--- src/rtl/core/tng_pkg.sv ---
// Shared types, widths and helpers for the triangle normal generator.
// No dependencies; every other file refers to it by scoped names.
package tng_pkg;

	localparam int unsigned COORD_W = 20;
	localparam int unsigned EDGE_W  = 21;
	localparam int unsigned PROD_W  = 42;
	localparam int unsigned CROSS_W = 43;
	localparam int unsigned MAG_W   = 42;
	localparam int unsigned UNIT_W  = 30;
	localparam int unsigned SUM_W   = 62;
	localparam int unsigned ROOT_W  = 31;
	localparam int unsigned REM_W   = 33;
	localparam int unsigned NUM_W   = 45;
	localparam int unsigned QUO_W   = 15;
	localparam int unsigned NRM_W   = 16;
	localparam int unsigned IDX_W   = 16;

	localparam int unsigned DEF_NORMAL_STORE_DEPTH = 65536;

	// One triangle waiting for the back end: edge vectors and its index.
	typedef struct packed {
		logic signed [EDGE_W-1:0] e1x;
		logic signed [EDGE_W-1:0] e1y;
		logic signed [EDGE_W-1:0] e1z;
		logic signed [EDGE_W-1:0] e2x;
		logic signed [EDGE_W-1:0] e2y;
		logic signed [EDGE_W-1:0] e2z;
		logic [IDX_W-1:0]         index;
		logic                     full;
	} job_t;

	typedef enum logic [3:0] {
		B_IDLE,
		B_MUL,
		B_ABS,
		B_NORM,
		B_SQ,
		B_SQRT,
		B_DLOAD,
		B_DIV,
		B_OUT
	} back_state_t;

	// Last usable index for a given store depth.
	function automatic logic [IDX_W-1:0] last_index(input int unsigned depth);
		int unsigned last;
		last = depth - 1;
		if (last > 32'd65535) begin
			last = 32'd65535;
		end
		return last[IDX_W-1:0];
	endfunction

endpackage

--- src/rtl/core/tng_if.sv ---
// Valid/ready channel interfaces for triangles in and normals out.
// Depends on tng_pkg for field widths.
interface tng_tri_if;
	logic                                  valid;
	logic                                  ready;
	logic                                  needs_normal;
	logic signed [tng_pkg::COORD_W-1:0]    a_x;
	logic signed [tng_pkg::COORD_W-1:0]    a_y;
	logic signed [tng_pkg::COORD_W-1:0]    a_z;
	logic signed [tng_pkg::COORD_W-1:0]    b_x;
	logic signed [tng_pkg::COORD_W-1:0]    b_y;
	logic signed [tng_pkg::COORD_W-1:0]    b_z;
	logic signed [tng_pkg::COORD_W-1:0]    c_x;
	logic signed [tng_pkg::COORD_W-1:0]    c_y;
	logic signed [tng_pkg::COORD_W-1:0]    c_z;

	modport source (output valid, needs_normal, a_x, a_y, a_z, b_x, b_y, b_z,
		c_x, c_y, c_z, input ready);
	modport sink (input valid, needs_normal, a_x, a_y, a_z, b_x, b_y, b_z,
		c_x, c_y, c_z, output ready);
endinterface


--- src/rtl/core/tng_front.sv ---
// Front end: accepts triangle words, drops those that need no normal,
// forms edge vectors and hands out normal indices. Depends on tng_pkg.
module tng_front #(
	parameter int unsigned NORMAL_STORE_DEPTH = tng_pkg::DEF_NORMAL_STORE_DEPTH
) (
	input  logic                       clk,
	input  logic                       arst_n,
	input  logic                       cfg_we,
	input  logic [tng_pkg::IDX_W-1:0]  cfg_data,
	tng_tri_if.sink                    triangle,
	output logic                       push,
	output tng_pkg::job_t              job,
	input  logic                       q_ready
);

	localparam logic [tng_pkg::IDX_W-1:0] LAST = tng_pkg::last_index(NORMAL_STORE_DEPTH);

	logic [tng_pkg::IDX_W-1:0] next_idx_q;
	logic                      full_q;
	logic                      full_new;

	assign triangle.ready = q_ready;
	assign push = triangle.valid && q_ready && triangle.needs_normal;

	// Edge vectors from the first vertex
	always_comb begin
		job.e1x = {triangle.b_x[19], triangle.b_x} - {triangle.a_x[19], triangle.a_x};
		job.e1y = {triangle.b_y[19], triangle.b_y} - {triangle.a_y[19], triangle.a_y};
		job.e1z = {triangle.b_z[19], triangle.b_z} - {triangle.a_z[19], triangle.a_z};
		job.e2x = {triangle.c_x[19], triangle.c_x} - {triangle.a_x[19], triangle.a_x};
		job.e2y = {triangle.c_y[19], triangle.c_y} - {triangle.a_y[19], triangle.a_y};
		job.e2z = {triangle.c_z[19], triangle.c_z} - {triangle.a_z[19], triangle.a_z};
		full_new  = full_q || (next_idx_q >= LAST);
		job.index = next_idx_q;
		job.full  = full_new;
	end

	// Advance the index counter; reload on a base write
	always_ff @(posedge clk or negedge arst_n) begin
		if (!arst_n) begin
			next_idx_q <= '0;
			full_q     <= 1'b0;
		end else if (cfg_we) begin
			next_idx_q <= (cfg_data > LAST) ? LAST : cfg_data;
			full_q     <= 1'b0;
		end else if (push && !full_q) begin
			if (next_idx_q >= LAST) begin
				full_q <= 1'b1;
			end else begin
				next_idx_q <= next_idx_q + 1'b1;
			end
		end
	end

endmodule

--- src/flat_wrapper.sv ---
// flat-port wrapper written by rule: the top's interface ports become plain ports
module tng_front_flat 
#(
	parameter int unsigned NORMAL_STORE_DEPTH = tng_pkg::DEF_NORMAL_STORE_DEPTH
)
  (clk, arst_n, cfg_we, cfg_data, push, job, q_ready, triangle_valid, triangle_needs_normal, triangle_a_x, triangle_a_y, triangle_a_z, triangle_b_x, triangle_b_y, triangle_b_z, triangle_c_x, triangle_c_y, triangle_c_z, triangle_ready);
  tng_tri_if triangle_i ();
  input  logic clk;
  input  logic arst_n;
  input  logic cfg_we;
  input  logic [tng_pkg::IDX_W-1:0] cfg_data;
  output logic push;
  output tng_pkg::job_t job;
  input  logic q_ready;
  input wire logic [$bits(triangle_i.valid)-1:0] triangle_valid;
  input wire logic [$bits(triangle_i.needs_normal)-1:0] triangle_needs_normal;
  input wire logic [$bits(triangle_i.a_x)-1:0] triangle_a_x;
  input wire logic [$bits(triangle_i.a_y)-1:0] triangle_a_y;
  input wire logic [$bits(triangle_i.a_z)-1:0] triangle_a_z;
  input wire logic [$bits(triangle_i.b_x)-1:0] triangle_b_x;
  input wire logic [$bits(triangle_i.b_y)-1:0] triangle_b_y;
  input wire logic [$bits(triangle_i.b_z)-1:0] triangle_b_z;
  input wire logic [$bits(triangle_i.c_x)-1:0] triangle_c_x;
  input wire logic [$bits(triangle_i.c_y)-1:0] triangle_c_y;
  input wire logic [$bits(triangle_i.c_z)-1:0] triangle_c_z;
  output wire logic [$bits(triangle_i.ready)-1:0] triangle_ready;
  assign triangle_i.valid = triangle_valid;
  assign triangle_i.needs_normal = triangle_needs_normal;
  assign triangle_i.a_x = triangle_a_x;
  assign triangle_i.a_y = triangle_a_y;
  assign triangle_i.a_z = triangle_a_z;
  assign triangle_i.b_x = triangle_b_x;
  assign triangle_i.b_y = triangle_b_y;
  assign triangle_i.b_z = triangle_b_z;
  assign triangle_i.c_x = triangle_c_x;
  assign triangle_i.c_y = triangle_c_y;
  assign triangle_i.c_z = triangle_c_z;
  assign triangle_ready = triangle_i.ready;
  tng_front #(.NORMAL_STORE_DEPTH(NORMAL_STORE_DEPTH)) u_core (.clk(clk), .arst_n(arst_n), .cfg_we(cfg_we), .cfg_data(cfg_data), .triangle(triangle_i), .push(push), .job(job), .q_ready(q_ready));
endmodule
--- config.mk ---
export PLATFORM = sky130hd
export DESIGN_NAME = tng_front_flat
export DESIGN_NICKNAME = d
export VERILOG_FILES = /design/src/rtl/core/tng_pkg.sv /design/src/rtl/core/tng_if.sv /design/src/rtl/core/tng_front.sv /design/src/flat_wrapper.sv
export SDC_FILE = /design/constraint.sdc
export NUM_CORES = 1
export LEC_CHECK = 0
export ABC_AREA = 1
export BUFFER_PORTS_ARGS = -buffer_cell sky130_fd_sc_hd__buf_2
export CORE_MARGIN = 2
export CORE_UTILIZATION = 45
export DETAILED_ROUTE_END_ITERATION = 6
export GPL_ROUTABILITY_DRIVEN = 0
export PLACE_DENSITY = 0.85
export SLEW_MARGIN = 20
export SYNTH_ARGS = -nofsm -noshare
export SYNTH_HDL_FRONTEND = slang
export SYNTH_SLANG_ARGS = --single-unit
--- constraint.sdc ---
create_clock -name clk -period 2 [get_ports clk]
set_clock_uncertainty 0.2 [all_clocks]
set_input_delay 0.1 -clock clk [delete_from_list [all_inputs] [get_ports clk]]
set_output_delay 0.1 -clock clk [all_outputs]
set_load 0.05 [all_outputs]
==> results by group <==
Clocking
  – CTS root buf: clkbuf_16
  – Htree depth: 1
  – Max clock buf depth: 2
  – TritonCTS clock tree: yes
  – Clk slew on worst S/H paths: about 0.060 ns
  – Clk_lat worst skew: about 0.26 ns
  – Num CTS Buffers: 3
  – Num Clock Sinks: 17

Setup path
  – Crit path buf inv count: 4
  – Worst path cell trace: buf_2 -> inv_1 -> ha_4 -> nand2_1 -> inv_1 -> a21oi_2 -> nand3_1 -> nand2_1 -> nand3_1 -> nand2_1 -> buf_6
  – Crit path DAT: 1.83 ns
  – Worst reg2reg startpoint: u_core.next_idx_q[0]$_DFFE_PN0P_
  – Crit path kind: in2out
  – Critical path fanouts, max: 4
  – Worst setup EP type: primary output
  – Critical Path RT: between 1.5 and 2 ns
  – CP Launch Type: input port
  – CP most frequent cell: nand2_1
  – Delay-heaviest family, CP: simple AND/OR/NAND/NOR gates
  – Crit-path slowest cell: ha_4
  – Worst path max stage delay: about 0.26 ns
  – CP Launch Point: triangle_a_z[8]

Place
  – Post-Place Cells: between 2000 and 3000
  – Post-DP HPWL: ~29 mm
  – Port Buffers: between 300 and 400

STA
  – Final setup vio count: 13
  – Min Clock Period, post-route: ~2.1 ns
  – Tightest hold margin: -0.00661 ns
  – Final WS setup: -0.126 ns
  – Final Max Tran Viols: 0
  – Final hold vios: 2
  – Fmax: approximately 0.47 GHz
  – RSZ-0062 raised after global routing: yes
  – Final period util: 106%
  – Total negative slack: -0.813 ns
  – Worst-Margin Slew: between 0.4 and 0.5 ns
  – Max-slew headroom: 73.0%

Yosys
  – Distinct cells, synth: 30
  – Cell type with the largest total area after synthesis: nand2_1
  – Post-Syn Area: 0.00935 sq mm
  – Avg Synthesized Cell Area: approximately 5.1 sq um
  – Top-area cell type share of the netlist area: a little under a third
  – Register area share after synthesis: 4.55%
  – Main area contributors after synthesis: nand2_1 30%, ha_1 16%, inv_1 15%, nand3_1 7.5%, nor2_1 6.7%
  – Syn nets: 2164
  – Post-Synthesis Cells: 1835
  – Synth warn: 0
  – #FFs+latches synth: 17

Floorplan
  – Initial Util: about 46%
  – Die Y: ~150 um
  – Core Area: a little over 0.02 sq mm
  – Die area: ~0.022 sq mm
  – Io pins: 347
  – DIE WIDTH: 148 um
  – Row cnt: 52

Power and ir drop
  – Static Leak: around 8.3 nW
  – Power Total: 7.50 mW
  – Peak VDD IR: ~0.47 mV
  – Pwr dens: about 530 mW/mm^2

Finish
  – Commonest non-fill, non-tap cell in the layout: nand2_1
  – Nets@finish: 2625
  – Final non-filler cell total: roughly 2600
  – Most frequent cells in the layout: 711 x nand2_1, 348 x inv_1, 270 x buf_2
  – Synth-to-layout area growth: 51.0%
  – Filler cells: roughly 1600
  – Share of cells above drive strength 1: a little under a third

Global routing
  – Initial antenna violation count: 2
  – Number of global-route vias before repair: about 12000
  – Largest net degree at the start of global routing: 19
  – First-pass GRT wire length: roughly 53 mm
  – Total track usage: 28.5%
  – Total gr overflow: 0

Run status
  – Failing checks: DRC, hold timing, setup timing
  – Status: finished with violations

Routing
  – Vias: around 14000
  – Drt via density: 5.34
  – DR WL/cell: between 15 and 20 um
  – Routed Antenna Nets: 0
  – DRC viols: 1
  – Iteration-0 DRC Markers: roughly 1000
  – Drt total wl: between 30 and 40 mm
  – Initial DRT Pass Iterations: 7

Job
  – Maxcap violations: 0

Hold path
  – Hold wc startpoint: cfg_data[3]
  – Hold crit path type: in2reg
==> per-stage QoR <==
stage                     util, %  instance area [sq um]  setup WS, ns
final                        69.5                  14100        -0.126
after floorplan                 -                   9530       -0.0347
after global placement       60.7                  12300        -0.106
after CTS                    62.7                  12700      0.000279
after detailed placement     60.7                  12300        -0.177
after global routing         69.5                  14100        -0.220
==> power breakdown <==
| group | switching [mW] | internal (mW) |
|---|---|---|
| registers | 0.0686 | 0.385 |
| logic | 4.42 | 2.21 |
| clock network | 0.152 | 0.269 |
==> tightest hold or removal path, delay by kind of cell <==
family / cells / cell delay (ns)
buf+inv: 1 / 0.08
compound gates: 2 / 0.23
==> kinds of logic after synthesis <==
family / after synthesis / share of synthesized area (%)
AOI/OAI and AO/OA: 119 / 7.06
xor gates and xnor gates: 59 / 5.53
and+or+nand+nor: 1142 / 50.1
adders and majority gates: 127 / 17.5
DFF: 17 / 4.55
buffers and inverters: 371 / 15.3
==> flip-flops by register name (all words and copies together) (netlist names) <==
register,flops
u_core.next_idx_q,16
u_core.full_q,1
==> synthesized netlist by cell type (all sizes together) <==
| library cell | number |
|---|---|
| fa | 6 |
| xnor2 | 13 |
| nor2 | 172 |
| inv | 366 |
| buf | 3 |
| o21ai | 16 |
| a31oi | 1 |
| clkbuf | 2 |
| ha | 121 |
| nand4 | 15 |
| and2 | 13 |
| nand3 | 148 |
| or2 | 2 |
| dfrtp | 17 |
| o21bai | 25 |
| a21oi | 77 |
| nand2 | 759 |
| nor3 | 33 |
| xor2 | 46 |
==> cell type report <==
| type | instances | area (sq um) | area share (%) |
|---|---|---|---|
| Multi-Input combinational cell | 1447 | 8840 | 62.7 |
| Sequential cell | 17 | 425 | 3.02 |
| Antenna cell | 2 | 5.00 | 0.0355 |
| Clock inverter | 1 | 5.00 | 0.0355 |
| Inverter | 366 | 1370 | 9.74 |
| Clock buffer | 3 | 75.1 | 0.532 |
| Tap cell | 270 | 338 | 2.39 |
| Timing Repair Buffer | 461 | 3040 | 21.6 |
==> worst paths after layout <==
path,to,slack [ns],cells after the start
worst max-delay path,job[97],-0.13,11
worst min-delay path,u_core.next_idx_q[3]$_DFFE_PN0P_,-0.007,3
worst max register to register,u_core.next_idx_q[8]$_DFFE_PN0P_,0.23,9
worst min register to register,u_core.next_idx_q[14]$_DFFE_PN0P_,0.38,2
max in group asynchronous,u_core.next_idx_q[5]$_DFFE_PN0P_,1.21,2
min in group asynchronous,u_core.full_q$_DFFE_PN0P_,0.10,2
==> repair_timing <==
item | CTS | global route
hold endpoints to repair | 30 | 0
pin swaps | 0 | 38
hold buffers | 14 | 0
endpoints found under the setup margin | 48 | 90
gates resized for setup | 64 | 346
setup buffers | 0 | 2
==> metal layers <==
metal / routed length [um] / GRT usage [%] / vias up
met2: 18500 / 50.0 / 887
met3: 3470 / 3.80 / 230
li1: - / - / 6561
met5: 0 / 0 / -
met4: 2370 / 13.9 / 0
met1: 14200 / 34.3 / 6027
No activity file was read; power rests on OpenSTA's default activity.
