[config.mk]
export PLATFORM = sky130hd
export DESIGN_NAME = tng_queue
export DESIGN_NICKNAME = d
export VERILOG_FILES = /design/src/rtl/core/tng_pkg.sv /design/src/rtl/core/tng_queue.sv
export SDC_FILE = /design/constraint.sdc
export NUM_CORES = 1
export LEC_CHECK = 0
export BUFFER_PORTS_ARGS = -buffer_cell sky130_fd_sc_hd__buf_2
export CAP_MARGIN = 30
export CORE_MARGIN = 1
export CORE_UTILIZATION = 54
export CTS_BUF_LIST = sky130_fd_sc_hd__clkbuf_8
export DETAILED_ROUTE_END_ITERATION = 7
export GPL_ROUTABILITY_DRIVEN = 0
export PLACE_DENSITY = 0.94
export SYNTH_ARGS = -nofsm -noshare
export SYNTH_HDL_FRONTEND = slang
export SYNTH_SLANG_ARGS = --single-unit
[constraint.sdc]
create_clock -name clk -period 8.4 [get_ports clk]
set_clock_uncertainty 0.2 [all_clocks]
set_input_delay 0.42 -clock clk [delete_from_list [all_inputs] [get_ports clk]]
set_output_delay 0.42 -clock clk [all_outputs]
set_load 0.02 [all_outputs]
[src/rtl/core/tng_pkg.sv]
// Shared types, widths and helpers for the triangle normal generator.
// No dependencies; every other file refers to it by scoped names.
package tng_pkg;

	localparam int unsigned COORD_W = 20;
	localparam int unsigned EDGE_W  = 21;
	localparam int unsigned PROD_W  = 42;
	localparam int unsigned CROSS_W = 43;
	localparam int unsigned MAG_W   = 42;
	localparam int unsigned UNIT_W  = 30;
	localparam int unsigned SUM_W   = 62;
	localparam int unsigned ROOT_W  = 31;
	localparam int unsigned REM_W   = 33;
	localparam int unsigned NUM_W   = 45;
	localparam int unsigned QUO_W   = 15;
	localparam int unsigned NRM_W   = 16;
	localparam int unsigned IDX_W   = 16;

	localparam int unsigned DEF_NORMAL_STORE_DEPTH = 65536;

	// One triangle waiting for the back end: edge vectors and its index.
	typedef struct packed {
		logic signed [EDGE_W-1:0] e1x;
		logic signed [EDGE_W-1:0] e1y;
		logic signed [EDGE_W-1:0] e1z;
		logic signed [EDGE_W-1:0] e2x;
		logic signed [EDGE_W-1:0] e2y;
		logic signed [EDGE_W-1:0] e2z;
		logic [IDX_W-1:0]         index;
		logic                     full;
	} job_t;

	typedef enum logic [3:0] {
		B_IDLE,
		B_MUL,
		B_ABS,
		B_NORM,
		B_SQ,
		B_SQRT,
		B_DLOAD,
		B_DIV,
		B_OUT
	} back_state_t;

	// Last usable index for a given store depth.
	function automatic logic [IDX_W-1:0] last_index(input int unsigned depth);
		int unsigned last;
		last = depth - 1;
		if (last > 32'd65535) begin
			last = 32'd65535;
		end
		return last[IDX_W-1:0];
	endfunction

endpackage

[src/rtl/core/tng_queue.sv]
// Two-entry queue of pending jobs between front and back end.
// Depends on tng_pkg for the job type.
module tng_queue (
	input  logic          clk,
	input  logic          arst_n,
	input  logic          push,
	input  tng_pkg::job_t push_job,
	output logic          push_ready,
	input  logic          pop,
	output logic          pop_valid,
	output tng_pkg::job_t pop_job
);

	tng_pkg::job_t slot_q [2];
	logic          wr_ptr_q;
	logic          rd_ptr_q;
	logic [1:0]    count_q;

	assign push_ready = (count_q != 2'd2);
	assign pop_valid  = (count_q != 2'd0);
	assign pop_job    = slot_q[rd_ptr_q];

	// Store pushed words
	always_ff @(posedge clk) begin
		if (push && push_ready) begin
			slot_q[wr_ptr_q] <= push_job;
		end
	end

	// Advance pointers and fill count
	always_ff @(posedge clk or negedge arst_n) begin
		if (!arst_n) begin
			wr_ptr_q <= 1'b0;
			rd_ptr_q <= 1'b0;
			count_q  <= '0;
		end else begin
			if (push && push_ready) begin
				wr_ptr_q <= ~wr_ptr_q;
			end
			if (pop && pop_valid) begin
				rd_ptr_q <= ~rd_ptr_q;
			end
			unique case ({push && push_ready, pop && pop_valid})
				2'b10:   count_q <= count_q + 2'd1;
				2'b01:   count_q <= count_q - 2'd1;
				default: count_q <= count_q;
			endcase
		end
	end

endmodule

==> results.md, run 1 <==
- HP Class: input port to register
- Overflow after GRT: 0
- Placement Rows: 51
- CP Class: register to output port
- I/O pins: 292
- Synth Instances: 462
- DRC violations left: 0
- Hold path endpoint: wr_ptr_q
- FF-to-FF setup slack: 5.58 ns
- Family with the most delay on the worst path: buffers and inverters
- Final period util: 39.7%
- Max Cap Violations: 0
- Post-route ant nets: 0
- Setup violations, final: 0
- P&R area growth vs syn: 38.0%
- Critical Path Slowest Stage Cell: buf_4
- TritonCTS clock tree: yes
- Pre-CTS WS: 5.61 ns
- CP max stage delay: 0.78 ns
- Fin crit period: 3.33 ns
- Routed length per instance: 20.5 um
- Post-CTS setup buffers: 0
- Global-route wire length before repair: 36.6 mm
- Worst Path Required: 7.78 ns
- CP Capture Type: output port
- Hold path cells: 3
- Cell taking the most area after synthesis: edfxtp_1
- Hold buffers post-CTS: 146
- Post-DP HPWL: 13.0 mm
- 1st-pass router iterations: 4
- Vias in the first global route: 6800
- Core area: 0.0195 mm^2
- GRT Overall Usage: 24.5%
- Die Ht: 143 um
- Final nets: 1085
- Crit path DAT: 2.71 ns
- Final hold vios: 0
- DIE AREA: 0.0205 mm^2
- TritonCTS buffer count: 45
- Post-synth net total: 610
- P_leak: 5.87 nW
- Post-Syn Area per Cell: 23.3 um^2
- Sequential share of the synthesized area: 80.8%
- Post-synth top area share: 79.9%
- Die Span X: 143 um
- CP bufs+invs: 2
- Reg-to-reg endpoint: slot_q[0][91]
- Vias per inst: 5.06
- Max Root-Sink Buffers: 3
- Slew HR: 39.5%
- # H-tree levels: 2
- Clk sinks: 290
- Maximum clock frequency: 0.300 GHz
- Status: finished, final reports clean
- Starting density of the core: 55.2%
- CP max FO: 53
- Clock-pin slew on the worst setup and hold paths: 0.06 ns
- Hold_ws: 0.104 ns
- Largest net degree at the start of global routing: 69
- Root buffer cell: clkbuf_8
- Worst slew pin tran: 0.908 ns
- Critical R2R Launch: count_q[0]
- Crit path cell chain: buf_4 -> mux2_2 -> buf_2
- Max Slew Vio Count: 0
- Synth warnings: 0
- Vias: 6259
- Slack of the critical path: 5.07 ns
- I/O Buffers: 291
- Min-delay src: push
- RSZ-0062 raised after global routing: no
- DR iter-0 viols: 265
- Distinct cells, synth: 15
- Peak supply drop: 0.236 mV
- Final WL: 25.4 mm
- Power per Cell Area: 336 mW/mm^2
- Mapped Area: 0.0107 mm^2
- Setup TNS Final: 0 ns
- Commonest non-fill, non-tap cell in the layout: buf_2
- CP Launch Type: register
- FF+latch count, synth: 290
- Most frequent cells in the layout: buf_2, edfxtp_1, dlygate4sd3_1, mux2_2, mux2_4
- Count of cells resized by post-cts repair: 0
- Share of cells above drive strength 1: 52.1%
- Clock Latency Late Sink: 0.53 ns
- Synth area leaders: edfxtp_1, mux2_2, mux2_4
- Initial antenna violation count: 1
- R2R depth: 5
how the worst max path moves through the flow:
stage,startpoint,end,slack (ns),depth (start not counted)
2_1_floorplan,count_q[0],slot_q[0][0],0.81,3
3_3_place_gp,count_q[0],slot_q[1][74],5.45,3
3_5_place_dp,rd_ptr_q,pop_job[142],5.61,3
4_1_cts,rd_ptr_q,pop_job[142],5.01,3
5_1_grt,rd_ptr_q,pop_job[26],4.92,3
6_report,rd_ptr_q,pop_job[26],5.07,3
cells by family after synthesis:
logic type | synth area share, %
multiplexers | 17.1
XOR/XNOR | 0.408
buffers and inverters | 1.21
adder cells (fa/ha/maj) | 0.116
AND/OR/NAND/NOR | 0.338
flip-flops | 80.8
registers in the layout, indices dropped and copies added (netlist names):
register  flops
count_q       2
rd_ptr_q      1
wr_ptr_q      1
slot_q      286
power breakdown:
part / internal (mW) / total (mW) / leakage (nW) / switching (mW)
Sequential: 1.98 / 2.11 / 2.70 / 0.130
Combinational: 0.733 / 1.74 / 2.66 / 1.01
Clock: 0.586 / 1.13 / 0.507 / 0.539
synth_stat cells:
cell      instances
and2_1            1
xor2_1            2
nor2_1            2
edfxtp_1        286
buf_6             8
nand2_1           1
and3_1            1
xnor2_1           3
or2_2             1
nand2b_1          1
mux2_2           83
ha_1              1
dfrtp_1           4
buf_2             8
mux2_4           60
per-layer routing:
layer,track usage [%],vias up,wire (um)
met5,0,-,0
met2,44.1,314,13500
li1,-,2806,-
met1,26.9,3076,9210
met4,11.3,0,832
met3,6.54,63,1830
area by class of cell:
| type | instances | area [um^2] |
|---|---|---|
| diodes | 1 | 2.50 |
| clock buffers | 51 | 702 |
| flip-flops and latches | 290 | 8690 |
| multi-input cells | 156 | 1940 |
| repair buffers | 444 | 3010 |
| well taps | 265 | 332 |
| fillers | 1022 | 4630 |
| clock inverters | 29 | 150 |
per-stage QoR:
stage	std cells	area (um^2)	power, mW	utilization [%]
after floorplan	462	10700	3.35	-
after global placement	1007	12500	3.72	64.0
after detailed placement	1009	12500	3.79	64.3
after CTS	1235	14800	4.94	76.2
after global routing	1236	14800	5.18	76.2
final	1236	14800	4.98	76.2
worst reg2reg max path: stages (launching register included):
cell,delay [ns]
dfrtp_1,0.42
nand2b_1,0.19
nand2_1,0.16
nor2_4,0.53
buf_16,0.25
buf_4,0.66
No activity file was read; power rests on OpenSTA's default activity.
==> inputs of run 2 (changes only) <==
==> constraint.sdc (replaced) <==
create_clock -name clk -period 3.3 [get_ports clk]
set_clock_uncertainty 0.2 [all_clocks]
set_input_delay 0.165 -clock clk [delete_from_list [all_inputs] [get_ports clk]]
set_output_delay 0.165 -clock clk [all_outputs]
set_load 0.02 [all_outputs]
==> results.md, run 2 (synthesis results as in run 1) <==
- Crit path cell chain: buf_12 -> mux2_2 -> buf_2 (was buf_4 -> mux2_2 -> buf_2)
- Max Root-Sink Buffers: 3 (unchanged)
- Fin area: 0.0148 mm^2 (about the same)
- Pre-CTS WS: 1.20 ns (was 5.61 ns)
- Largest net degree at the start of global routing: 95 (was 69)
- Peak supply drop: 0.741 mV (was 0.236 mV)
- P_int: 8.30 mW (was 3.30 mW)
- Dpl cell area: 0.0126 mm^2 (was 0.0125 mm^2)
- Flop pwr share: 42.2% (was 42.4%)
- Vias: 6163 (was 6259)
- DIE AREA: 0.0205 mm^2 (unchanged)
- Top reg by flops: slot_q (unchanged)
- Post-CTS setup buffers: 0 (unchanged)
- TritonCTS buffer count: 45 (unchanged)
- CP Launch Type: register (unchanged)
- Switching power of the nets: 4.23 mW (was 1.68 mW)
- Root buffer cell: clkbuf_8 (unchanged)
- # H-tree levels: 2 (unchanged)
- Final nets: 1086 (was 1085)
- Slack of the critical path: 0.841 ns (was 5.07 ns)
- Max Cap Violations: 0 (unchanged)
- Count of cells resized by post-cts repair: 0 (unchanged)
- Starting density of the core: 55.2% (unchanged)
- Final hold vios: 0 (unchanged)
- Final WL: 24.5 mm (was 25.4 mm)
- CP max FO: 94 (was 53)
- Hold_ws: 0.154 ns (was 0.104 ns)
- DR iter-0 viols: 241 (was 265)
- Largest regs: slot_q (286), count_q (2) (unchanged)
- Core area: 0.0195 mm^2 (unchanged)
- HP Class: input port to register (unchanged)
- Routed length per instance: 19.8 um (was 20.5 um)
- CP max stage delay: 0.44 ns (was 0.78 ns)
- Comb pwr share: 36.3% (was 35.0%)
- Switch share: 33.8% (was 33.7%)
- Commonest non-fill, non-tap cell in the layout: buf_2 (unchanged)
- Overflow after GRT: 0 (unchanged)
- Clock Latency Late Sink: 0.53 ns (about the same)
- Setup violations, final: 0 (unchanged)
- Power per Cell Area: 845 mW/mm^2 (was 336 mW/mm^2)
- Max Slew Vio Count: 0 (unchanged)
- I/O Buffers: 291 (unchanged)
- DRC violations left: 0 (unchanged)
- Post-DP HPWL: 12.8 mm (was 13.0 mm)
- Max reg flops: 286 (unchanged)
- Initial antenna violation count: 1 (unchanged)
- Hold buffers post-CTS: 147 (was 146)
- Status: finished, final reports clean (unchanged)
- GRT Overall Usage: 23.7% (was 24.5%)
- Post-route ant nets: 0 (unchanged)
- Vias in the first global route: 6739 (was 6800)
- Clock-pin slew on the worst setup and hold paths: 0.06 ns (about the same)
- Clock power share: 21.5% (was 22.6%)
- Clk sinks: 290 (unchanged)
- 1st-pass router iterations: 4 (unchanged)
- TritonCTS clock tree: yes (unchanged)
- Worst Path Required: 2.93 ns (was 7.78 ns)
- Crit path DAT: 2.09 ns (was 2.71 ns)
- Fin crit period: 2.46 ns
- Share of cells above drive strength 1: 51.7% (was 52.1%)
- P&R area growth vs syn: 38.0% (about the same)
- Die Ht: 143 um (unchanged)
- CP Capture Type: output port (unchanged)
- Filler cell count: 1005 (was 1022)
- RSZ-0062 raised after global routing: no (unchanged)
- P_leak: 5.84 nW (was 5.87 nW)
- Die Span X: 143 um (unchanged)
- Worst slew pin tran: 0.602 ns (was 0.908 ns)
- Final period util: 74.5%
- Placement Rows: 51 (unchanged)
- Slew HR: 59.9% (was 39.5%)
- Vias per inst: 4.98 (was 5.06)
- CP Class: register to output port (unchanged)
- Global-route wire length before repair: 36.0 mm (was 36.6 mm)
- Most frequent cells in the layout: buf_2, edfxtp_1, dlygate4sd3_1, mux2_2, mux2_4 (unchanged)
- Critical Path Slowest Stage Cell: dfrtp_4 (was buf_4)
- I/O pins: 292 (unchanged)
- Maximum clock frequency: 0.407 GHz
==> run 2: changes by cell type in the layout (fill, tap and decap cells not counted), sizes merged <==
cell         change
inv              -6
clkbuf           -6
clkinv          +13
clkinvlp         -1
dlygate4sd3      +1
==> run 2: area by class of cell <==
class | instances | area, um^2 | share of cell area, %
Sequential cell | 290 | 8690 | 58.6
Timing Repair Buffer | 445 | 3060 | 20.6
Multi-Input combinational cell | 156 | 1960 | 13.2
Clock buffer | 45 | 619 | 4.18
Tap cell | 265 | 332 | 2.24
Clock inverter | 35 | 171 | 1.16
Antenna cell | 1 | 2.50 | 0.0169
==> run 2: stage by stage <==
stage	TNS [ns]	instances	total power, mW	utilization [%]
final	0	1237	12.5	76.2
after global routing	0	1237	13.1	76.2
after detailed placement	0	1009	9.68	64.6
after CTS	0	1236	12.5	76.2
after floorplan	-12.75	462	8.44	-
after global placement	0	1009	9.56	64.6
==> run 2: power by group through the flow <==
stage	Sequential, mW	Combinational, mW	Clock [mW]
after floorplan	5.29	3.14	0
after global placement	5.25	4.30	0
after detailed placement	5.33	4.35	0
after CTS	5.26	4.52	2.73
after global routing	5.33	4.81	2.92
final	5.28	4.55	2.70
==> run 2: metal layers <==
layer  vias up  routed length (um)  track usage [%]
met1      3036                8990             25.9
met2       273               13000             43.0
li1       2801                   -                -
met3        53                1780             7.04
met4         0                 662             9.11
met5         -                   0                0
==> run 2: critical path, delay by kind of cell (launching register included) <==
kind / cells / cell delay, ns
DFF: 1 / 0.44
muxes: 1 / 0.43
buffers and inverters: 2 / 0.57
==> run 2: worst paths after layout <==
kind,end,startpoint,slack [ns],cells after the start
worst max-delay path,pop_job[0],rd_ptr_q,0.84,3
worst min-delay path,slot_q[0][11],push_job[11],0.15,2
worst max register to register,slot_q[1][81],count_q[0],1.16,3
worst min register to register,count_q[0],count_q[0],0.34,1
max in group asynchronous,rd_ptr_q,arst_n,2.29,3
min in group asynchronous,rd_ptr_q,arst_n,0.39,3
