<file path="src/rtl/core/tng_pkg.sv">
// Shared types, widths and helpers for the triangle normal generator.
// No dependencies; every other file refers to it by scoped names.
package tng_pkg;

	localparam int unsigned COORD_W = 20;
	localparam int unsigned EDGE_W  = 21;
	localparam int unsigned PROD_W  = 42;
	localparam int unsigned CROSS_W = 43;
	localparam int unsigned MAG_W   = 42;
	localparam int unsigned UNIT_W  = 30;
	localparam int unsigned SUM_W   = 62;
	localparam int unsigned ROOT_W  = 31;
	localparam int unsigned REM_W   = 33;
	localparam int unsigned NUM_W   = 45;
	localparam int unsigned QUO_W   = 15;
	localparam int unsigned NRM_W   = 16;
	localparam int unsigned IDX_W   = 16;

	localparam int unsigned DEF_NORMAL_STORE_DEPTH = 65536;

	// One triangle waiting for the back end: edge vectors and its index.
	typedef struct packed {
		logic signed [EDGE_W-1:0] e1x;
		logic signed [EDGE_W-1:0] e1y;
		logic signed [EDGE_W-1:0] e1z;
		logic signed [EDGE_W-1:0] e2x;
		logic signed [EDGE_W-1:0] e2y;
		logic signed [EDGE_W-1:0] e2z;
		logic [IDX_W-1:0]         index;
		logic                     full;
	} job_t;

	typedef enum logic [3:0] {
		B_IDLE,
		B_MUL,
		B_ABS,
		B_NORM,
		B_SQ,
		B_SQRT,
		B_DLOAD,
		B_DIV,
		B_OUT
	} back_state_t;

	// Last usable index for a given store depth.
	function automatic logic [IDX_W-1:0] last_index(input int unsigned depth);
		int unsigned last;
		last = depth - 1;
		if (last > 32'd65535) begin
			last = 32'd65535;
		end
		return last[IDX_W-1:0];
	endfunction

endpackage

</file>
<file path="src/rtl/core/tng_if.sv">


interface tng_nrm_if;
	logic                                valid;
	logic                                ready;
	logic signed [tng_pkg::NRM_W-1:0]    normal_x;
	logic signed [tng_pkg::NRM_W-1:0]    normal_y;
	logic signed [tng_pkg::NRM_W-1:0]    normal_z;
	logic [tng_pkg::IDX_W-1:0]           normal_index;
	logic                                degenerate;
	logic                                store_full;

	modport source (output valid, normal_x, normal_y, normal_z, normal_index,
		degenerate, store_full, input ready);
	modport sink (input valid, normal_x, normal_y, normal_z, normal_index,
		degenerate, store_full, output ready);
endinterface

</file>
<file path="src/rtl/core/tng_back.sv">
// Back end: cross product, normalizing shift, square root and division
// over a shared cross-product multiplier, a squaring multiplier and iterative units. Depends on tng_pkg.
module tng_back (
	input  logic          clk,
	input  logic          arst_n,
	input  logic          job_valid,
	input  tng_pkg::job_t job,
	output logic          job_pop,
	tng_nrm_if.source     normal
);

	tng_pkg::back_state_t state_q, state_d;

	tng_pkg::job_t                        job_q;
	logic [2:0]                           cnt_q;
	logic [4:0]                           it_q;
	logic [1:0]                           comp_q;
	logic signed [tng_pkg::PROD_W-1:0]    prod_q;
	logic signed [tng_pkg::CROSS_W-1:0]   cross_q [3];
	logic [2:0]                           neg_q;
	logic [tng_pkg::MAG_W-1:0]            mag_q [3];
	logic [2*tng_pkg::UNIT_W-1:0]         sq_q;
	logic [tng_pkg::SUM_W-1:0]            sum_q;
	logic [tng_pkg::REM_W-1:0]            srem_q;
	logic [tng_pkg::ROOT_W-1:0]           root_q;
	logic [tng_pkg::ROOT_W:0]             drem_q;
	logic [tng_pkg::QUO_W-1:0]            dlow_q;
	logic [tng_pkg::QUO_W-1:0]            quo_q;
	logic signed [tng_pkg::NRM_W-1:0]     res_q [3];
	logic                                 degen_q;

	logic signed [tng_pkg::EDGE_W-1:0]    mul_a, mul_b;
	logic [tng_pkg::MAG_W-1:0]            mag_or;
	logic                                 norm_done;
	logic [tng_pkg::REM_W+1:0]            srem_sh;
	logic [tng_pkg::REM_W+1:0]            strial;
	logic [tng_pkg::NUM_W-1:0]            dnum;
	logic [tng_pkg::ROOT_W+1:0]           dr2;
	logic [tng_pkg::QUO_W:0]              quo_ext;

	// Operand select for the shared multiplier
	always_comb begin
		unique case (cnt_q)
			3'd0:    begin mul_a = job_q.e1y; mul_b = job_q.e2z; end
			3'd1:    begin mul_a = job_q.e1z; mul_b = job_q.e2y; end
			3'd2:    begin mul_a = job_q.e1z; mul_b = job_q.e2x; end
			3'd3:    begin mul_a = job_q.e1x; mul_b = job_q.e2z; end
			3'd4:    begin mul_a = job_q.e1x; mul_b = job_q.e2y; end
			default: begin mul_a = job_q.e1y; mul_b = job_q.e2x; end
		endcase
	end

	// Iteration datapath helpers
	always_comb begin
		mag_or    = mag_q[0] | mag_q[1] | mag_q[2];
		norm_done = (mag_or[tng_pkg::MAG_W-1:tng_pkg::UNIT_W] == '0) && mag_or[tng_pkg::UNIT_W-1];
		srem_sh   = {srem_q, sum_q[tng_pkg::SUM_W-1 -: 2]};
		strial    = {2'b00, root_q, 2'b01};
		dnum      = {1'b0, mag_q[comp_q][tng_pkg::UNIT_W-1:0], 14'd0}
			+ {{(tng_pkg::NUM_W-tng_pkg::ROOT_W+1){1'b0}}, root_q[tng_pkg::ROOT_W-1:1]};
		dr2       = {drem_q, dlow_q[tng_pkg::QUO_W-1]};
		quo_ext   = {1'b0, quo_q[tng_pkg::QUO_W-2:0], (dr2 >= {2'b00, root_q})};
	end

	// Next state
	always_comb begin
		state_d = state_q;
		unique case (state_q)
			tng_pkg::B_IDLE:  if (job_valid) state_d = tng_pkg::B_MUL;
			tng_pkg::B_MUL:   if (cnt_q == 3'd6) state_d = tng_pkg::B_ABS;
			tng_pkg::B_ABS:   state_d = tng_pkg::B_NORM;
			tng_pkg::B_NORM: begin
				if (mag_or == '0) state_d = tng_pkg::B_OUT;
				else if (norm_done) state_d = tng_pkg::B_SQ;
			end
			tng_pkg::B_SQ:    if (cnt_q == 3'd3) state_d = tng_pkg::B_SQRT;
			tng_pkg::B_SQRT:  if (it_q == 5'd30) state_d = tng_pkg::B_DLOAD;
			tng_pkg::B_DLOAD: state_d = tng_pkg::B_DIV;
			tng_pkg::B_DIV: begin
				if (it_q == 5'd14) begin
					state_d = (comp_q == 2'd2) ? tng_pkg::B_OUT : tng_pkg::B_DLOAD;
				end
			end
			tng_pkg::B_OUT:   if (normal.ready) state_d = tng_pkg::B_IDLE;
			default:          state_d = tng_pkg::B_IDLE;
		endcase
	end

	// Handshake outputs
	always_comb begin
		job_pop      = (state_q == tng_pkg::B_IDLE);
		normal.valid = (state_q == tng_pkg::B_OUT);
	end

	assign normal.normal_x     = res_q[0];
	assign normal.normal_y     = res_q[1];
	assign normal.normal_z     = res_q[2];
	assign normal.normal_index = job_q.index;
	assign normal.degenerate   = degen_q;
	assign normal.store_full   = job_q.full;

	always_ff @(posedge clk or negedge arst_n) begin
		if (!arst_n) begin
			state_q <= tng_pkg::B_IDLE;
		end else begin
			state_q <= state_d;
		end
	end

	// Datapath, one step per cycle of the current phase
	always_ff @(posedge clk) begin
		unique case (state_q)
			tng_pkg::B_IDLE: begin
				job_q   <= job;
				cnt_q   <= '0;
				degen_q <= 1'b0;
			end
			tng_pkg::B_MUL: begin
				// multiply now, fold the previous product into its component
				if (cnt_q != 3'd0) begin
					if (!cnt_q[0]) begin
						cross_q[cnt_q[2:1] - 2'd1] <= cross_q[cnt_q[2:1] - 2'd1]
							- {prod_q[tng_pkg::PROD_W-1], prod_q};
					end else begin
						cross_q[cnt_q[2:1]] <= {prod_q[tng_pkg::PROD_W-1], prod_q};
					end
				end
				prod_q <= mul_a * mul_b;
				cnt_q  <= cnt_q + 3'd1;
			end
			tng_pkg::B_ABS: begin
				for (int i = 0; i < 3; i++) begin
					neg_q[i] <= cross_q[i][tng_pkg::CROSS_W-1];
					mag_q[i] <= cross_q[i][tng_pkg::CROSS_W-1]
						? tng_pkg::MAG_W'(-cross_q[i]) : tng_pkg::MAG_W'(cross_q[i]);
				end
			end
			tng_pkg::B_NORM: begin
				// bring the largest magnitude to a bit length of 30
				priority if (mag_or == '0) begin
					degen_q <= 1'b1;
					for (int i = 0; i < 3; i++) res_q[i] <= '0;
				end else if (mag_or[tng_pkg::MAG_W-1:tng_pkg::UNIT_W+4] != '0) begin
					for (int i = 0; i < 3; i++) mag_q[i] <= mag_q[i] >> 4;
				end else if (mag_or[tng_pkg::UNIT_W+3:tng_pkg::UNIT_W] != '0) begin
					for (int i = 0; i < 3; i++) mag_q[i] <= mag_q[i] >> 1;
				end else if (norm_done) begin
					cnt_q <= '0;
					sum_q <= '0;
				end else if (mag_or[tng_pkg::UNIT_W-1:tng_pkg::UNIT_W-4] == '0) begin
					for (int i = 0; i < 3; i++) mag_q[i] <= mag_q[i] << 4;
				end else begin
					for (int i = 0; i < 3; i++) mag_q[i] <= mag_q[i] << 1;
				end
			end
			tng_pkg::B_SQ: begin
				if (cnt_q != 3'd0) begin
					sum_q <= sum_q + {2'b00, sq_q};
				end
				if (cnt_q != 3'd3) begin
					sq_q <= mag_q[cnt_q[1:0]][tng_pkg::UNIT_W-1:0]
						* mag_q[cnt_q[1:0]][tng_pkg::UNIT_W-1:0];
				end
				cnt_q  <= cnt_q + 3'd1;
				srem_q <= '0;
				root_q <= '0;
				it_q   <= '0;
			end
			tng_pkg::B_SQRT: begin
				// one root bit per cycle, two radicand bits shifted in
				if (srem_sh >= strial) begin
					srem_q <= tng_pkg::REM_W'(srem_sh - strial);
					root_q <= {root_q[tng_pkg::ROOT_W-2:0], 1'b1};
				end else begin
					srem_q <= srem_sh[tng_pkg::REM_W-1:0];
					root_q <= {root_q[tng_pkg::ROOT_W-2:0], 1'b0};
				end
				sum_q  <= sum_q << 2;
				it_q   <= it_q + 5'd1;
				comp_q <= '0;
			end
			tng_pkg::B_DLOAD: begin
				drem_q <= {2'b00, dnum[tng_pkg::NUM_W-1:tng_pkg::QUO_W]};
				dlow_q <= dnum[tng_pkg::QUO_W-1:0];
				quo_q  <= '0;
				it_q   <= '0;
			end
			tng_pkg::B_DIV: begin
				// one quotient bit per cycle
				if (dr2 >= {2'b00, root_q}) begin
					drem_q <= (tng_pkg::ROOT_W+1)'(dr2 - {2'b00, root_q});
				end else begin
					drem_q <= dr2[tng_pkg::ROOT_W:0];
				end
				dlow_q <= dlow_q << 1;
				quo_q  <= quo_ext[tng_pkg::QUO_W-1:0];
				it_q   <= it_q + 5'd1;
				if (it_q == 5'd14) begin
					res_q[comp_q] <= neg_q[comp_q]
						? tng_pkg::NRM_W'(-$signed(quo_ext)) : $signed(quo_ext);
					comp_q <= comp_q + 2'd1;
				end
			end
			default: begin
				cnt_q <= '0;
			end
		endcase
	end

endmodule

</file>
<file path="src/flat_wrapper.sv">
// flat-port wrapper written by rule: the top's interface ports become plain ports
module tng_back_flat 
  (clk, arst_n, job_valid, job, job_pop, normal_valid, normal_normal_x, normal_normal_y, normal_normal_z, normal_normal_index, normal_degenerate, normal_store_full, normal_ready);
  tng_nrm_if normal_i ();
  input  logic clk;
  input  logic arst_n;
  input  logic job_valid;
  input  tng_pkg::job_t job;
  output logic job_pop;
  output wire logic [$bits(normal_i.valid)-1:0] normal_valid;
  output wire logic [$bits(normal_i.normal_x)-1:0] normal_normal_x;
  output wire logic [$bits(normal_i.normal_y)-1:0] normal_normal_y;
  output wire logic [$bits(normal_i.normal_z)-1:0] normal_normal_z;
  output wire logic [$bits(normal_i.normal_index)-1:0] normal_normal_index;
  output wire logic [$bits(normal_i.degenerate)-1:0] normal_degenerate;
  output wire logic [$bits(normal_i.store_full)-1:0] normal_store_full;
  input wire logic [$bits(normal_i.ready)-1:0] normal_ready;
  assign normal_valid = normal_i.valid;
  assign normal_normal_x = normal_i.normal_x;
  assign normal_normal_y = normal_i.normal_y;
  assign normal_normal_z = normal_i.normal_z;
  assign normal_normal_index = normal_i.normal_index;
  assign normal_degenerate = normal_i.degenerate;
  assign normal_store_full = normal_i.store_full;
  assign normal_i.ready = normal_ready;
  tng_back u_core (.clk(clk), .arst_n(arst_n), .job_valid(job_valid), .job(job), .job_pop(job_pop), .normal(normal_i));
endmodule
</file>
<file path="config.mk">
export PLATFORM = sky130hd
export DESIGN_NAME = tng_back_flat
export DESIGN_NICKNAME = d
export VERILOG_FILES = /design/src/rtl/core/tng_pkg.sv /design/src/rtl/core/tng_if.sv /design/src/rtl/core/tng_back.sv /design/src/flat_wrapper.sv
export SDC_FILE = /design/constraint.sdc
export NUM_CORES = 2
export LEC_CHECK = 0
export BUFFER_PORTS_ARGS = -buffer_cell sky130_fd_sc_hd__buf_2
export CAP_MARGIN = 20
export CELL_PAD_IN_SITES_DETAIL_PLACEMENT = 0
export CELL_PAD_IN_SITES_GLOBAL_PLACEMENT = 2
export CORE_ASPECT_RATIO = 0.75
export CORE_MARGIN = 10
export CORE_UTILIZATION = 43
export CTS_CLUSTER_SIZE = 12
export DETAILED_ROUTE_END_ITERATION = 16
export PLACE_DENSITY_LB_ADDON = 0.2
export SLEW_MARGIN = 40
export SYNTH_ARGS = -nofsm -noshare
export SYNTH_HDL_FRONTEND = slang
export SYNTH_SLANG_ARGS = --single-unit
</file>
<file path="constraint.sdc">
create_clock -name clk -period 9.9 [get_ports clk]
set_clock_uncertainty 0.2 [all_clocks]
set_input_delay 0 -clock clk [delete_from_list [all_inputs] [get_ports clk]]
set_output_delay 0 -clock clk [all_outputs]
set_load 0.05 [all_outputs]
</file>
==> flow_metrics.tcl <==
set metrics [dict create \
    status "complete, no violations" \
    clkTransAtPathRegs_ns 0.06 \
    fin_area_um2 98400 \
    cts_root_buf "clkbuf_16" \
    ys_types 93 \
    avgSynthCellArea_um2 9.76 \
    yosys_warnings 0 \
    place_area_um2 92300 \
    ios 215 \
    tns_ns 0 \
    cts_tree "yes" \
    worstSetupPathType "register to register" \
    wl_per_cell_um 23.0 \
    synthArstFlopShare_pct 0.501 \
    finalNonFillerCells 12200 \
    finalHoldViolations 0 \
    clock.fmax_mhz 104 \
    pre_cts_ws_ns 0.103 \
    critPathTopFamily "adder cells" \
    place_congestion 0.941 \
    finalCritPeriodShare_pct 96.7 \
    synth_flop_cell "edfxtp_1" \
    grt_max_degree 86 \
    synth_top_area_share_pct 27.3 \
    ant_nets 0 \
    hpwl_mm 224 \
    grtUsageTotal_pct 25.3 \
    met3_usage_pct 6.39 \
    crit_slowest_cell "edfxtp_1" \
    clkLatencyLatePin_ns 0.77 \
    grt_use_met2_pct 36.5 \
    worstPathArrival_ns 9.86 \
    finalWirelength_mm 280 \
    worst_pin_slew_ns 0.921 \
    required_ns 10.19 \
    ys_seq_area_share_pct 27.5 \
    slowest_delay_ns 0.60 \
    syn-num-nets 10800 \
    cp-end-kind "register" \
    min_period_ns 9.57 \
    final_max_slew_viol_count 0 \
    relSlewSlack_pct 38.6 \
    gr-usage-met1_pct 38.6 \
    vias 67200 \
    initial_utilization_pct 43.1 \
    r2r_slack_ns 0.33 \
    cp_max_fo 11 \
    yosysTopAreaCell "edfxtp_1" \
    synthTopCellsByArea "edfxtp_1 (27%), fa_1 (27%), ha_1 (7.9%)" \
    numCtsBuffers 92 \
    critPathMostFrequentCell "fa_1" \
    finish.net_count 11300 \
    critPathLaunchType "register" \
    drc 0 \
    grt_pass1_vias 69600 \
    grt_pass1_wl_mm 433 \
    finalSetupViolations 0 \
    netlist_area_um2 87100 \
    vias_per_cell 5.53 \
    hp-class "input port to register" \
    grt_overflow 0 \
    synth_common_cells "inv_1 (1479), fa_1 (1158), nand2_1 (967)" \
    core_um2 202000 \
    syn_inst 8926 \
    die_w_um 540 \
    yosysMostFrequentCell "inv_1" \
    port_buffers 214 \
    path_buf_inv 6 \
    rsz0062_at_grt "yes" \
    dp_cells 11700 \
    drive_above_1_share_pct 8.26 \
    cts.sinks 799 \
    die_area_um2 221000 \
    drv_cap 0 \
    top_usage_layer "met1" \
    grt_antenna_before_repair 8 \
    syn2layout_area_growth_pct 12.9 \
    finalWorstSetupSlack_ns 0.327 \
    die_y_um 410 \
    htreeDepth 3 \
    synth_edf_count 791 \
    drt_iter0_drc 6177 \
    firstDrtPassIters 6 \
    synth_seq_cells 799 \
    num_rows 143 \
    cts_buffer_depth 3 \
]
[kinds of logic (layout without fill, tap and decap cells)]
logic type	count (synthesis)	after routing	share of synthesized area (%)
AO/OA/AOI/OAI	1617	1617	11.8
XOR/XNOR	410	410	4.12
adder cells (fa/ha/maj)	1711	1711	34.5
buffers and inverters	1873	2419	8.14
flip-flops	799	799	27.5
multiplexers	147	147	2.31
other	0	3	0
AND/OR/NAND/NOR	2369	2369	11.6
[registers in the layout, indices dropped and copies added (netlist names), 32 cells and up, named ones only]
signal          count
u_core.srem_q      33
u_core.cross_q    172
u_core.prod_q      42
u_core.res_q       48
u_core.sum_q       62
u_core.mag_q      126
u_core.drem_q      32
u_core.sq_q        59
u_core.job_q      126
[per-stage QoR]
stage | util, % | hold slack [ns]
2_1_floorplan | - | -0.496
3_3_place_gp | 45.6 | -0.381
3_5_place_dp | 45.7 | -0.380
4_1_cts | 48.6 | 0.234
5_1_grt | 48.7 | 0.285
6_report | 48.7 | 0.297
[metal layers]
layer / vias to the layer above / share of wire, % / routed length (um)
li1: 30500 / - / -
met1: 34100 / 47 / 132000
met2: 2341 / 41 / 116000
met3: 283 / 9.4 / 26300
met4: 4 / 1.8 / 5130
met5: - / 0.0097 / 27
[cells in the final DEF (no fill, tap or decap), types with 72 or more instances in the layout]
cell type and count:
fa_1 1158, a21oi_1 408, buf_2 214, dlygate4sd3_1 292
buf_4 251, xnor2_1 216, nand2_1 962, nor3_1 72
mux2i_1 102, ha_1 552, nor2_1 869, nand3_1 73
xor2_1 194, clkbuf_16 92, a21o_1 169, edfxtp_1 791
o21ai_0 369, inv_1 1477
[path summary, 6_finish.rpt]
path / startpoint / end / depth (start not counted)
hold / removal: job[1] / u_core.normal.normal_index[0]$_DFFE_PP_ / 3
min in group asynchronous: arst_n / u_core.state_q[1]$_DFFE_PN0P_ / 4
setup / recovery: u_core.cnt_q[1]$_DFFE_PP_ / u_core.prod_q[40]$_DFFE_PP_ / 28
setup reg to reg: u_core.cnt_q[1]$_DFFE_PP_ / u_core.prod_q[40]$_DFFE_PP_ / 28
hold reg to reg: u_core.dlow_q[12]$_DFFE_PP_ / u_core.dlow_q[13]$_DFFE_PP_ / 2
max in group asynchronous: arst_n / u_core.state_q[0]$_DFFE_PN0P_ / 4
[cell type report]
class,count,area [um^2]
Inverter,1487,5590
Multi-Input combinational cell,6254,56400
Clock inverter,54,609
Tap cell,2682,3360
Clock buffer,110,2380
Sequential cell,799,23900
Antenna cell,3,7.51
Fill cell,19000,104000
Timing Repair Buffer,768,6020
[worst min-delay path, stage by stage]
cell	delay, ns
dlygate4sd3_1	0.51
buf_2	0.09
dlygate4sd3_1	0.53
[what timing repair did]
action                                 CTS  global route
setup endpoints to repair                0            20
endpoints found under the hold margin  151             0
setup buffers                            0             3
gates resized for setup                  0            15
hold buffers                           292             0
Power is left out: the tool's default activity adds up to more than one toggle a clock period on the data nets, which glitch-free logic cannot reach.
